==> src/rtl/rtpts_pkg.sv <==
// Shared types and constants for the RTP / transport stream datagram checker.
package rtpts_pkg;

   localparam logic [1:0] VERDICT_DROP     = 2'd0;
   localparam logic [1:0] VERDICT_RAW      = 2'd1;
   localparam logic [1:0] VERDICT_RTP      = 2'd2;
   localparam logic [1:0] VERDICT_MISMATCH = 2'd3;

   localparam logic [7:0]  TS_SYNC      = 8'h47;
   localparam logic [7:0]  TS_LAST_MOD  = 8'd187;
   localparam logic [1:0]  RTP_VERSION  = 2'd2;
   localparam logic [17:0] HDR_SAT      = 18'h3FFFF;
   localparam logic [15:0] POS_MAX      = 16'hFFFF;
   localparam logic [31:0] COUNT_MAX    = 32'hFFFF_FFFF;

   typedef struct packed {
      logic [1:0]  verdict;
      logic [15:0] payload_offset;
      logic [15:0] payload_length;
      logic        track_sequence;
      logic [15:0] sequence_word;
   } entry_type;

endpackage

==> src/rtl/rtpts_front.sv <==
// Front end: takes datagram beats, parses the header and classifies each datagram.
module rtpts_front (
   input  logic                 clock,
   input  logic                 reset,
   input  logic                 csr_write_enable,
   input  logic [31:0]          csr_write_data,
   input  logic                 req_valid,
   output logic                 req_ready,
   input  logic [7:0]           req_data_byte,
   input  logic                 req_last_byte,
   input  logic [31:0]          req_dest_address,
   output logic                 push_valid,
   input  logic                 push_ready,
   output rtpts_pkg::entry_type push_data
);

   logic [31:0] stream_address_ff;
   logic [15:0] pos_ff, pos_in;
   logic        oversize_ff, oversize_in;
   logic [7:0]  fhb_ff, fhb_in;
   logic [17:0] hlen_ff, hlen_in;
   logic [7:0]  ehb_ff, ehb_in;
   logic [7:0]  mod_ff, mod_in;
   logic        sync_ff, sync_in;
   logic [15:0] seq_ff, seq_in;

   logic        accept;
   logic        take;
   logic [15:0] h0;
   logic        xbit;
   logic        ext_hi_hit;
   logic        ext_lo_hit;
   logic [18:0] hlen_ext;
   logic        final_part;
   logic        in_payload;
   logic [16:0] len;
   logic        mismatch;
   logic        is_raw;
   logic        longer;
   logic        payload_ok;

   assign req_ready  = push_ready;
   assign accept     = req_valid && req_ready;
   assign push_valid = accept && req_last_byte;

   always_comb begin
      take = !oversize_ff;
      h0   = 16'd12 + {10'd0, fhb_ff[3:0], 2'b00};
      xbit = fhb_ff[4];

      fhb_in  = fhb_ff;
      hlen_in = hlen_ff;
      ehb_in  = ehb_ff;
      seq_in  = seq_ff;
      sync_in = sync_ff;
      mod_in  = mod_ff;

      if (take && pos_ff == 16'd0) begin
         fhb_in  = req_data_byte;
         hlen_in = 18'd12 + {12'd0, req_data_byte[3:0], 2'b00};
      end
      if (take && pos_ff == 16'd2) begin
         seq_in = {req_data_byte, seq_ff[7:0]};
      end
      if (take && pos_ff == 16'd3) begin
         seq_in = {seq_ff[15:8], req_data_byte};
      end

      ext_hi_hit = take && xbit && (pos_ff == h0 + 16'd2);
      ext_lo_hit = take && xbit && (pos_ff == h0 + 16'd3);
      hlen_ext   = {1'b0, ehb_ff, req_data_byte, 2'b00} + 19'd4 + {3'd0, h0};
      if (ext_hi_hit) begin
         ehb_in = req_data_byte;
      end
      if (ext_lo_hit) begin
         hlen_in = (hlen_ext > {1'b0, rtpts_pkg::HDR_SAT}) ? rtpts_pkg::HDR_SAT
                                                            : hlen_ext[17:0];
      end

      final_part = !xbit || (pos_ff >= h0 + 16'd4);
      in_payload = take && (pos_ff != 16'd0) && final_part && ({2'b00, pos_ff} >= hlen_ff);
      if (in_payload) begin
         if ({2'b00, pos_ff} == hlen_ff) begin
            sync_in = (req_data_byte == rtpts_pkg::TS_SYNC);
         end
         mod_in = (mod_ff == rtpts_pkg::TS_LAST_MOD) ? 8'd0 : mod_ff + 8'd1;
      end

      oversize_in = oversize_ff || (pos_ff == rtpts_pkg::POS_MAX);
      pos_in      = (!oversize_ff && pos_ff != rtpts_pkg::POS_MAX) ? pos_ff + 16'd1 : pos_ff;
      len         = oversize_in ? 17'h10000 : {1'b0, pos_in};

      mismatch   = (stream_address_ff != 32'd0) && (req_dest_address != stream_address_ff);
      is_raw     = (fhb_in == rtpts_pkg::TS_SYNC);
      longer     = (len > 17'd3);
      payload_ok = !oversize_in && (fhb_in[7:6] == rtpts_pkg::RTP_VERSION)
                   && (hlen_in < {1'b0, len}) && sync_in && (mod_in == 8'd0);

      push_data                = '0;
      push_data.sequence_word  = seq_in;
      if (mismatch) begin
         push_data.verdict = rtpts_pkg::VERDICT_MISMATCH;
      end else if (is_raw) begin
         if (!oversize_in) begin
            push_data.verdict        = rtpts_pkg::VERDICT_RAW;
            push_data.payload_length = len[15:0];
         end
      end else if (longer) begin
         push_data.track_sequence = 1'b1;
         if (payload_ok) begin
            push_data.verdict        = rtpts_pkg::VERDICT_RTP;
            push_data.payload_offset = hlen_in[15:0];
            push_data.payload_length = len[15:0] - hlen_in[15:0];
         end
      end
   end

   always_ff @(posedge clock) begin
      if (reset) begin
         stream_address_ff <= '0;
      end else if (csr_write_enable) begin
         stream_address_ff <= csr_write_data;
      end
   end

   always_ff @(posedge clock) begin
      if (reset || (accept && req_last_byte)) begin
         pos_ff      <= '0;
         oversize_ff <= 1'b0;
         fhb_ff      <= '0;
         hlen_ff     <= '0;
         ehb_ff      <= '0;
         mod_ff      <= '0;
         sync_ff     <= 1'b0;
         seq_ff      <= '0;
      end else if (accept) begin
         pos_ff      <= pos_in;
         oversize_ff <= oversize_in;
         fhb_ff      <= fhb_in;
         hlen_ff     <= hlen_in;
         ehb_ff      <= ehb_in;
         mod_ff      <= mod_in;
         sync_ff     <= sync_in;
         seq_ff      <= seq_in;
      end
   end

endmodule

==> src/rtl/rtpts_queue.sv <==
// Short FIFO of classified datagrams between the front and back ends.
module rtpts_queue #(
   parameter int DEPTH = 2
) (
   input  logic                 clock,
   input  logic                 reset,
   input  logic                 push_valid,
   output logic                 push_ready,
   input  rtpts_pkg::entry_type push_data,
   output logic                 pop_valid,
   input  logic                 pop_ready,
   output rtpts_pkg::entry_type pop_data
);

   localparam int PTR_W = (DEPTH > 1) ? $clog2(DEPTH) : 1;
   localparam int CNT_W = $clog2(DEPTH + 1);
   localparam logic [PTR_W-1:0] PTR_LAST = PTR_W'(DEPTH - 1);
   localparam logic [CNT_W-1:0] CNT_FULL = CNT_W'(DEPTH);

   rtpts_pkg::entry_type slots_ff [DEPTH];
   logic [PTR_W-1:0] wr_ptr_ff, wr_ptr_in;
   logic [PTR_W-1:0] rd_ptr_ff, rd_ptr_in;
   logic [CNT_W-1:0] count_ff, count_in;
   logic             do_push;
   logic             do_pop;

   assign push_ready = (count_ff != CNT_FULL);
   assign pop_valid  = (count_ff != '0);
   assign pop_data   = slots_ff[rd_ptr_ff];
   assign do_push    = push_valid && push_ready;
   assign do_pop     = pop_valid && pop_ready;

   always_comb begin
      wr_ptr_in = wr_ptr_ff;
      rd_ptr_in = rd_ptr_ff;
      count_in  = count_ff;
      if (do_push) begin
         wr_ptr_in = (wr_ptr_ff == PTR_LAST) ? '0 : wr_ptr_ff + PTR_W'(1);
      end
      if (do_pop) begin
         rd_ptr_in = (rd_ptr_ff == PTR_LAST) ? '0 : rd_ptr_ff + PTR_W'(1);
      end
      if (do_push && !do_pop) begin
         count_in = count_ff + CNT_W'(1);
      end else if (!do_push && do_pop) begin
         count_in = count_ff - CNT_W'(1);
      end
   end

   always_ff @(posedge clock) begin
      if (reset) begin
         wr_ptr_ff <= '0;
         rd_ptr_ff <= '0;
         count_ff  <= '0;
      end else begin
         wr_ptr_ff <= wr_ptr_in;
         rd_ptr_ff <= rd_ptr_in;
         count_ff  <= count_in;
      end
   end

   always_ff @(posedge clock) begin
      if (do_push) begin
         slots_ff[wr_ptr_ff] <= push_data;
      end
   end

endmodule

==> src/rtl/rtpts_back.sv <==
// Back end: tracks RTP sequence continuity, counts gaps and holds the result beat.
module rtpts_back (
   input  logic                 clock,
   input  logic                 reset,
   input  logic                 pop_valid,
   output logic                 pop_ready,
   input  rtpts_pkg::entry_type pop_data,
   output logic                 rsp_valid,
   input  logic                 rsp_ready,
   output logic [1:0]           rsp_verdict,
   output logic [15:0]          rsp_payload_offset,
   output logic [15:0]          rsp_payload_length,
   output logic                 rsp_sequence_gap,
   output logic [31:0]          rsp_gap_count
);

   logic        rsp_valid_ff, rsp_valid_in;
   logic [15:0] prev_seq_ff;
   logic        seq_valid_ff;
   logic [31:0] gap_counter_ff, gap_counter_in;
   logic [1:0]  verdict_ff;
   logic [15:0] offset_ff;
   logic [15:0] length_ff;
   logic        gap_ff;
   logic [31:0] count_out_ff;

   logic        pop;
   logic        gap;

   assign pop_ready = !rsp_valid_ff || rsp_ready;
   assign pop       = pop_valid && pop_ready;

   always_comb begin
      gap = pop_data.track_sequence && seq_valid_ff
            && (pop_data.sequence_word != prev_seq_ff + 16'd1);
      gap_counter_in = (gap && gap_counter_ff != rtpts_pkg::COUNT_MAX)
                       ? gap_counter_ff + 32'd1 : gap_counter_ff;
      if (pop) begin
         rsp_valid_in = 1'b1;
      end else if (rsp_ready) begin
         rsp_valid_in = 1'b0;
      end else begin
         rsp_valid_in = rsp_valid_ff;
      end
   end

   always_ff @(posedge clock) begin
      if (reset) begin
         rsp_valid_ff   <= 1'b0;
         prev_seq_ff    <= '0;
         seq_valid_ff   <= 1'b0;
         gap_counter_ff <= '0;
      end else begin
         rsp_valid_ff <= rsp_valid_in;
         if (pop) begin
            gap_counter_ff <= gap_counter_in;
            if (pop_data.track_sequence) begin
               prev_seq_ff  <= pop_data.sequence_word;
               seq_valid_ff <= 1'b1;
            end
         end
      end
   end

   always_ff @(posedge clock) begin
      if (pop) begin
         verdict_ff   <= pop_data.verdict;
         offset_ff    <= pop_data.payload_offset;
         length_ff    <= pop_data.payload_length;
         gap_ff       <= gap;
         count_out_ff <= gap_counter_in;
      end
   end

   assign rsp_valid          = rsp_valid_ff;
   assign rsp_verdict        = verdict_ff;
   assign rsp_payload_offset = offset_ff;
   assign rsp_payload_length = length_ff;
   assign rsp_sequence_gap   = gap_ff;
   assign rsp_gap_count      = count_out_ff;

endmodule

==> src/rtl/rtp_ts_payload_checker_unit.sv <==
// Top level of the RTP / MPEG-2 transport stream datagram checker.
// Datagram bytes enter one beat per clock on the req_ channel; each beat marked
// last yields one result beat on the rsp_ channel once its entry has passed the
// queue and the back-end output register. The front end parses the header as the
// bytes stream by and pushes one classified entry per datagram into a queue of
// QUEUE_DEPTH entries; the back end tracks sequence continuity and holds the
// result in an output register, so bytes keep flowing while a result waits.
// Input stalls only when the queue is full. Write csr_write_data with
// csr_write_enable to set the stream address; zero accepts any destination.
module rtp_ts_payload_checker_unit #(
   parameter int QUEUE_DEPTH = 2
) (
   input  logic        clock,
   input  logic        reset,
   input  logic        csr_write_enable,
   input  logic [31:0] csr_write_data,
   input  logic        req_valid,
   output logic        req_ready,
   input  logic [7:0]  req_data_byte,
   input  logic        req_last_byte,
   input  logic [31:0] req_dest_address,
   output logic        rsp_valid,
   input  logic        rsp_ready,
   output logic [1:0]  rsp_verdict,
   output logic [15:0] rsp_payload_offset,
   output logic [15:0] rsp_payload_length,
   output logic        rsp_sequence_gap,
   output logic [31:0] rsp_gap_count
);

   logic                 push_valid;
   logic                 push_ready;
   rtpts_pkg::entry_type push_data;
   logic                 pop_valid;
   logic                 pop_ready;
   rtpts_pkg::entry_type pop_data;

   rtpts_front u_front (
      .clock            (clock),
      .reset            (reset),
      .csr_write_enable (csr_write_enable),
      .csr_write_data   (csr_write_data),
      .req_valid        (req_valid),
      .req_ready        (req_ready),
      .req_data_byte    (req_data_byte),
      .req_last_byte    (req_last_byte),
      .req_dest_address (req_dest_address),
      .push_valid       (push_valid),
      .push_ready       (push_ready),
      .push_data        (push_data)
   );

   rtpts_queue #(
      .DEPTH (QUEUE_DEPTH)
   ) u_queue (
      .clock      (clock),
      .reset      (reset),
      .push_valid (push_valid),
      .push_ready (push_ready),
      .push_data  (push_data),
      .pop_valid  (pop_valid),
      .pop_ready  (pop_ready),
      .pop_data   (pop_data)
   );

   rtpts_back u_back (
      .clock              (clock),
      .reset              (reset),
      .pop_valid          (pop_valid),
      .pop_ready          (pop_ready),
      .pop_data           (pop_data),
      .rsp_valid          (rsp_valid),
      .rsp_ready          (rsp_ready),
      .rsp_verdict        (rsp_verdict),
      .rsp_payload_offset (rsp_payload_offset),
      .rsp_payload_length (rsp_payload_length),
      .rsp_sequence_gap   (rsp_sequence_gap),
      .rsp_gap_count      (rsp_gap_count)
   );

endmodule
==> config.mk <==
export PLATFORM = sky130hd
export DESIGN_NAME = rtp_ts_payload_checker_unit
export DESIGN_NICKNAME = d
export VERILOG_FILES = /design/src/rtl/rtpts_pkg.sv /design/src/rtl/rtpts_front.sv /design/src/rtl/rtpts_queue.sv /design/src/rtl/rtpts_back.sv /design/src/rtl/rtp_ts_payload_checker_unit.sv
export SDC_FILE = /design/constraint.sdc
export NUM_CORES = 1
export LEC_CHECK = 0
export BUFFER_PORTS_ARGS = -buffer_cell sky130_fd_sc_hd__buf_4
export CAP_MARGIN = 0
export CORE_ASPECT_RATIO = 0.9
export CORE_MARGIN = 2
export CORE_UTILIZATION = 61
export CTS_CLUSTER_DIAMETER = 60
export DETAILED_ROUTE_END_ITERATION = 10
export PLACE_DENSITY = 0.81
export SLEW_MARGIN = 20
export SYNTH_ARGS = -nofsm -noshare
export SYNTH_HDL_FRONTEND = slang
export SYNTH_SLANG_ARGS = --single-unit
==> constraint.sdc <==
create_clock -name clock -period 6.8 [get_ports clock]
set_clock_uncertainty 0.05 [all_clocks]
set_input_delay 0.34 -clock clock [delete_from_list [all_inputs] [get_ports clock]]
set_output_delay 0.34 -clock clock [all_outputs]
set_load 0.01 [all_outputs]
Word level (Yosys, flattened, before mapping)
Memories as Yosys holds them, arrays and structs flattened. A register that Yosys moved wholly into a read port is not among the register bits.
Index checks and enable logic that the tools add are counted.

word-level totals
  memory bits (read-only) = 0
  output and inout bits = 69
  memory bits (writable) = 102
  memories kept = 1
  bits in latches = 0
  input port bits = 78
  register bits = 229

cells by class
  divide/modulo/power cells = 0
  equal/unequal tests = 15
  muxes and demuxes = 33
  add/sub/neg operators = 16
  bitwise operators = 0
  order comparisons = 5
  shift operators = 0
  multipliers = 0
  reduce and logical (&&, ||, !) cells = 43

memory list
  memory            depth  width  rd ports  clocked after Yosys merged registers in  write ports  RTL line           text
  u_queue.slots_ff  2      51     1         1                                        1            rtpts_queue.sv:20  rtpts_pkg::entry_type slots_ff [DEPTH];

operators with widths
  operator               count
  $mux 16                6
  $mux 18                3
  $mux 35                1
  $mux 34                1
  $mux 33                1
  $add 16x1->16 const B  2
  $add 16x2->16 const B  2
  $add 32x1->32 const B  1
  $eq 16x16->1           2
  $eq 16x2->1 const B    2
  $mux 32                1
  $ne 32x32->1           1
  $ne 32x32->1 const B   1
  $reduce_bool 32->1     1
  $logic_and 1x1->1      24
  $mux 8                 3
  $add 18x3->19 const B  1
  $add 19x16->19         1
  $gt 19x18->1 const B   1
  $eq 16x18->1           1
  $ge 16x18->1           1
  $lt 18x17->1           1
  $gt 17x2->1 const B    1
  $mux 17                1
  other kinds (24)       52

Longest topological paths before layout
  depth in word-level cells = 13
  depth in mapped cells = 26

By module
Synthesis repeated with hierarchy kept, for this count alone.

unflattened totals
  cell total of the unflattened synthesis = 1,871
  area total of the unflattened synthesis = 18,184.9 um^2

by module, submodules not included
  module       seq. area each (um^2)  cells each  times used  area an instance (um^2)
  rtpts_front  2,162.1                1,166       1           8,765.9
  rtpts_back   3,012.9                522         1           5,529.1
  rtpts_queue  3,163.0                183         1           3,890.0

Worst setup path before layout
No wires, ideal clock.

  path kind = reg-to-reg
  from = register u_front.fhb_ff[0]
  to = memory u_queue.slots_ff[0][29] (netlist name) (data pin)
  stages on the path, launching flop included = 25
  library setup time = 149 ps
  required time = 6,601 ps
  clock period less this slack = 5,296 ps
  path slack = 1,504 ps
  buffers on the path = 2
  data arrival time = 5,097 ps
  path through = dfxtp_1 inv_1 ha_1 and3b_1 ha_1 ha_1 and2_1 a221o_1 o211ai_1 clkbuf_1 a21oi_1 nor2_1 inv_1 ha_1 clkbuf_1 a21o_1 a21o_1 a21o_1 or2_2 o22a_1 o31ai_4 mux2i_1 or3_1 a21o_1 o21ai_2

RTL lines
  what                    RTL line            text
  from (decl)             rtpts_front.sv:20   logic [7:0] fhb_ff, fhb_in;
  from (signal assigned)  rtpts_front.sv:139  fhb_ff <= fhb_in;
  to (decl)               rtpts_queue.sv:20

==> run summary <==
outcome -> complete, no violations
area of the core -> 0.0291 mm²
post-synthesis compound-gate area fraction -> 0.112
Leak -> 7.90 nW
Clock Power Share -> 0.308
Synth Register Bits -> 332
worst-skew pair later-pin latency -> 0.53 ns
Crit path depth -> 23
Die ar. -> 0.0311 mm²
final instance area -> 0.0206 mm²
clk root buf -> clkbuf_16
DIE HEIGHT -> 167 µm
flop-to-flop setup slack -> 1.11 ns
Yosys cell types -> 102
antenna viol nets, final -> 0
Pint -> 4.28 mW
Placed Area -> 0.0194 mm²
Startpoint Class -> register
final hold vios -> 0
# port buffers -> 146
Mapped Cells -> 1836
critical path peak fanout -> 11
CTS tree -> built
CP cell instances -> inv_1, ha_1, and3b_1, ha_1, ha_1, and2_1, a221o_1, o211ai_1, buf_4, a21oi_1, nor2_1, inv_1, ha_1, a21o_1, a21o_1, a21o_1, or2_2, o22a_1, o31ai_4, mux2i_1, or3_1, a21o_1, o21ai_2
crit-path max cell delay -> 0.42 ns
Initial DRC Count -> 1636
final cycle utilization of the critical path -> 0.836
initial antenna violation count -> 0
Flop pwr share -> 0.429
largest area contributor in the netlist -> edfxtp_1
synthesis-to-finish area growth -> 13.5%
Slew Limit Fails -> 0
number of global-route vias before repair -> 14000
Worst Reg-to-Reg Cells -> 23
GRT overflow -> 0
Synth Net Count -> 1988
Critical Path AT -> 5.99 ns
maxcap violations -> 0
Max-Slew Margin vs Limit -> 0.306
CTS Buf Count -> 36
largest net degree at the start of global routing -> 94
Initial Utilization -> 0.623
setup repair bufs after CTS -> 0
XOR/XNOR Fraction of Synth Area -> 0.0682
Async SR Flop Fraction -> 0
Max Fclk -> 0.176 GHz
sw frac -> 0.309
crit-path leading delay family -> compound AO/OA/AOI/OAI gates
Critical Path Sink Type -> register
simple-gate share of the synthesized area -> 0.189
antenna cells -> 0
post-synthesis sequential area ratio -> 0.460
Buf+Inv Stages, Crit Path -> 3
Logic pwr share -> 0.263
total number of vias -> 14600
dpl hpwl -> 32800 µm
switching pwr -> 1.92 mW
Power per Cell Area -> 301 mW/mm²
die width -> 186 µm
Hold Buf Count CTS -> 0
multiplexer share of the synthesized area -> 0.0765
slowest CP cell -> dfxtp_1
largest family of logic cells by synthesized area -> simple AND/OR/NAND/NOR gates
crit path to -> u_queue.slots_ff[1][29]
CP Data Required Time -> 7.11 ns
ys flop type -> edfxtp_1
fin nets -> 2092
clock-pin slew on the worst setup and hold paths -> 0.06 ns
worst min path class -> in2reg
clk buf depth -> 3
# IOs -> 147
routability cong. -> 1.02
top area cells in the synthesized netlist -> edfxtp_1, dfxtp_1, ha_1, nor2_1, xnor2_1
site row count -> 59
first-pass GRT wire length -> 74000 µm
RSZ-0062 raised after global routing -> no
crit path launch -> u_front.fhb_ff[0]
Max H-tree Level -> 2
syn avg cell area -> 9.87 µm²
Post-synth EDFFs -> 169
Post-Route WL -> 46500 µm
critical setup path kind -> reg2reg
r2r endpoint -> u_queue.slots_ff[1][29]
Syn Std Cell Area -> 0.0181 mm²
# setup viols final -> 0
Ys Warns -> 0
Adder-Cell Fraction of Synth Area -> 0.0519
wire per inst -> 19.7 µm
Total GRT Usage -> 0.300
min Tclk post-route -> 5.69 ns
CTS sink count -> 332
Avg Vias per Cell -> 6.16
DR pass1 iterations -> 5
post_cts resized -> 0
Tightest Pin Transition -> 1.04 ns
worst r2r src -> u_front.fhb_ff[0]
Filler Cell Count -> 2154
final setup TNS -> 0 ns
share of layout cells above drive strength 1 -> 0.169
DRC viols -> 0
Max VDD drop -> 0.200 mV
Synth top area share -> 0.280
## tightest hold or removal path: stages
cell and delay (ns):
buf_4 0.08, mux2i_1 0.05, nor2_1 0.07
## power groups by stage
| stage | sequential (mW) | clock, mW | combinational (mW) |
|---|---|---|---|
| detailed placement | 2.70 | 0 | 1.60 |
| CTS | 2.66 | 1.93 | 1.62 |
| global placement | 2.68 | 0 | 1.56 |
| global route | 2.69 | 2.00 | 1.77 |
| finish | 2.66 | 1.91 | 1.63 |
| floorplan | 2.75 | 0 | 0.947 |
## Yosys cell counts (16+ instances only)
cell type and instances:
ha_1 72, nor2b_1 16, o21ai_0 45, xnor2_1 94, nand3_1 62, nand2_1 118, nor4_1 32, mux2i_1 67
edfxtp_1 169, buf_1 16, nand4_1 39, nor2_1 220, mux2_2 58, or3_1 23, and3_1 20, a211oi_1 32
inv_1 81, dfxtp_1 163, clkbuf_1 53, or2_2 18, a21oi_1 97, xor2_1 47, nor3_1 47
## layer usage
layer,GRT usage,vias to the layer above,routed length (µm)
li1,-,6835,-
met1,0.420,6932,19900
met2,0.473,672,21100
met3,0.0592,112,4220
met4,0.0890,0,1260
met5,0,-,0
## flip-flops by register name, indices dropped and copies added (netlist names), 18 cells and up, named ones only
| name | cells |
|---|---|
| u_queue.slots_ff | 102 |
| u_back.gap_counter_ff | 32 |
| u_back.rsp_gap_count | 32 |
| u_front.stream_address_ff | 32 |
| u_front.hlen_ff | 18 |
## cell type report
cell class / count / area [µm²] / share of cell area
clock buffers: 52 / 1020 / 0.0497
inverters: 82 / 308 / 0.0150
flip-flops and latches: 332 / 8340 / 0.406
clock inverters: 13 / 131 / 0.00639
well taps: 396 / 495 / 0.0241
multi-input cells: 1324 / 9030 / 0.439
repair buffers: 164 / 1230 / 0.0599
## per-stage QoR
step,power (mW),worst slack [ns],instances,utilization,hold WS [ns]
5_1_grt,6.47,0.772,2363,0.707,0.0298
3_3_place_gp,4.24,1.43,2298,0.667,0.389
6_report,6.20,1.11,2363,0.707,0.0115
3_5_place_dp,4.30,1.24,2298,0.667,0.394
2_1_floorplan,3.70,1.50,1836,-,0.384
4_1_cts,6.21,1.18,2363,0.707,0.00244
## cell usage in the layout, fill, tap and decap left out, types with 15 or more instances in the layout
cell type and n:
nand4_1 39, ha_1 72, and3_1 19, nor2_1 219, dfxtp_1 162, edfxtp_1 169, clkbuf_16 37, o21ai_0 44
a21o_1 15, nor2b_1 16, nand3_1 62, mux2i_1 67, buf_4 164, inv_1 80, nand2_1 117, a211oi_1 32
xnor2_1 94, or3_1 23, or2_2 18, a21oi_1 97, nor3_1 47, mux2_2 58, xor2_1 47, nor4_1 32
## logic make-up after synthesis
group,after synthesis
AOI/OAI and AO/OA,304
xor gates and xnor gates,141
adders and majority gates,74
buffers and inverters,180
DFF,332
muxes,129
other,1
and+or+nand+nor,675
## worst min path at each step
stage,to,from,cells past startpoint,slack (ns)
6_report,u_front.stream_address_ff[28],csr_write_data[28],3,0.01
5_1_grt,u_front.stream_address_ff[25],csr_write_data[25],3,0.03
4_1_cts,u_front.stream_address_ff[28],csr_write_data[28],3,0.002
3_5_place_dp,u_front.seq_ff[5],u_front.seq_ff[5],2,0.39
3_3_place_gp,u_front.seq_ff[7],u_front.seq_ff[7],2,0.39
2_1_floorplan,u_front.seq_ff[0],u_front.seq_ff[0],2,0.38
Power figures use the tool's default switching activity.
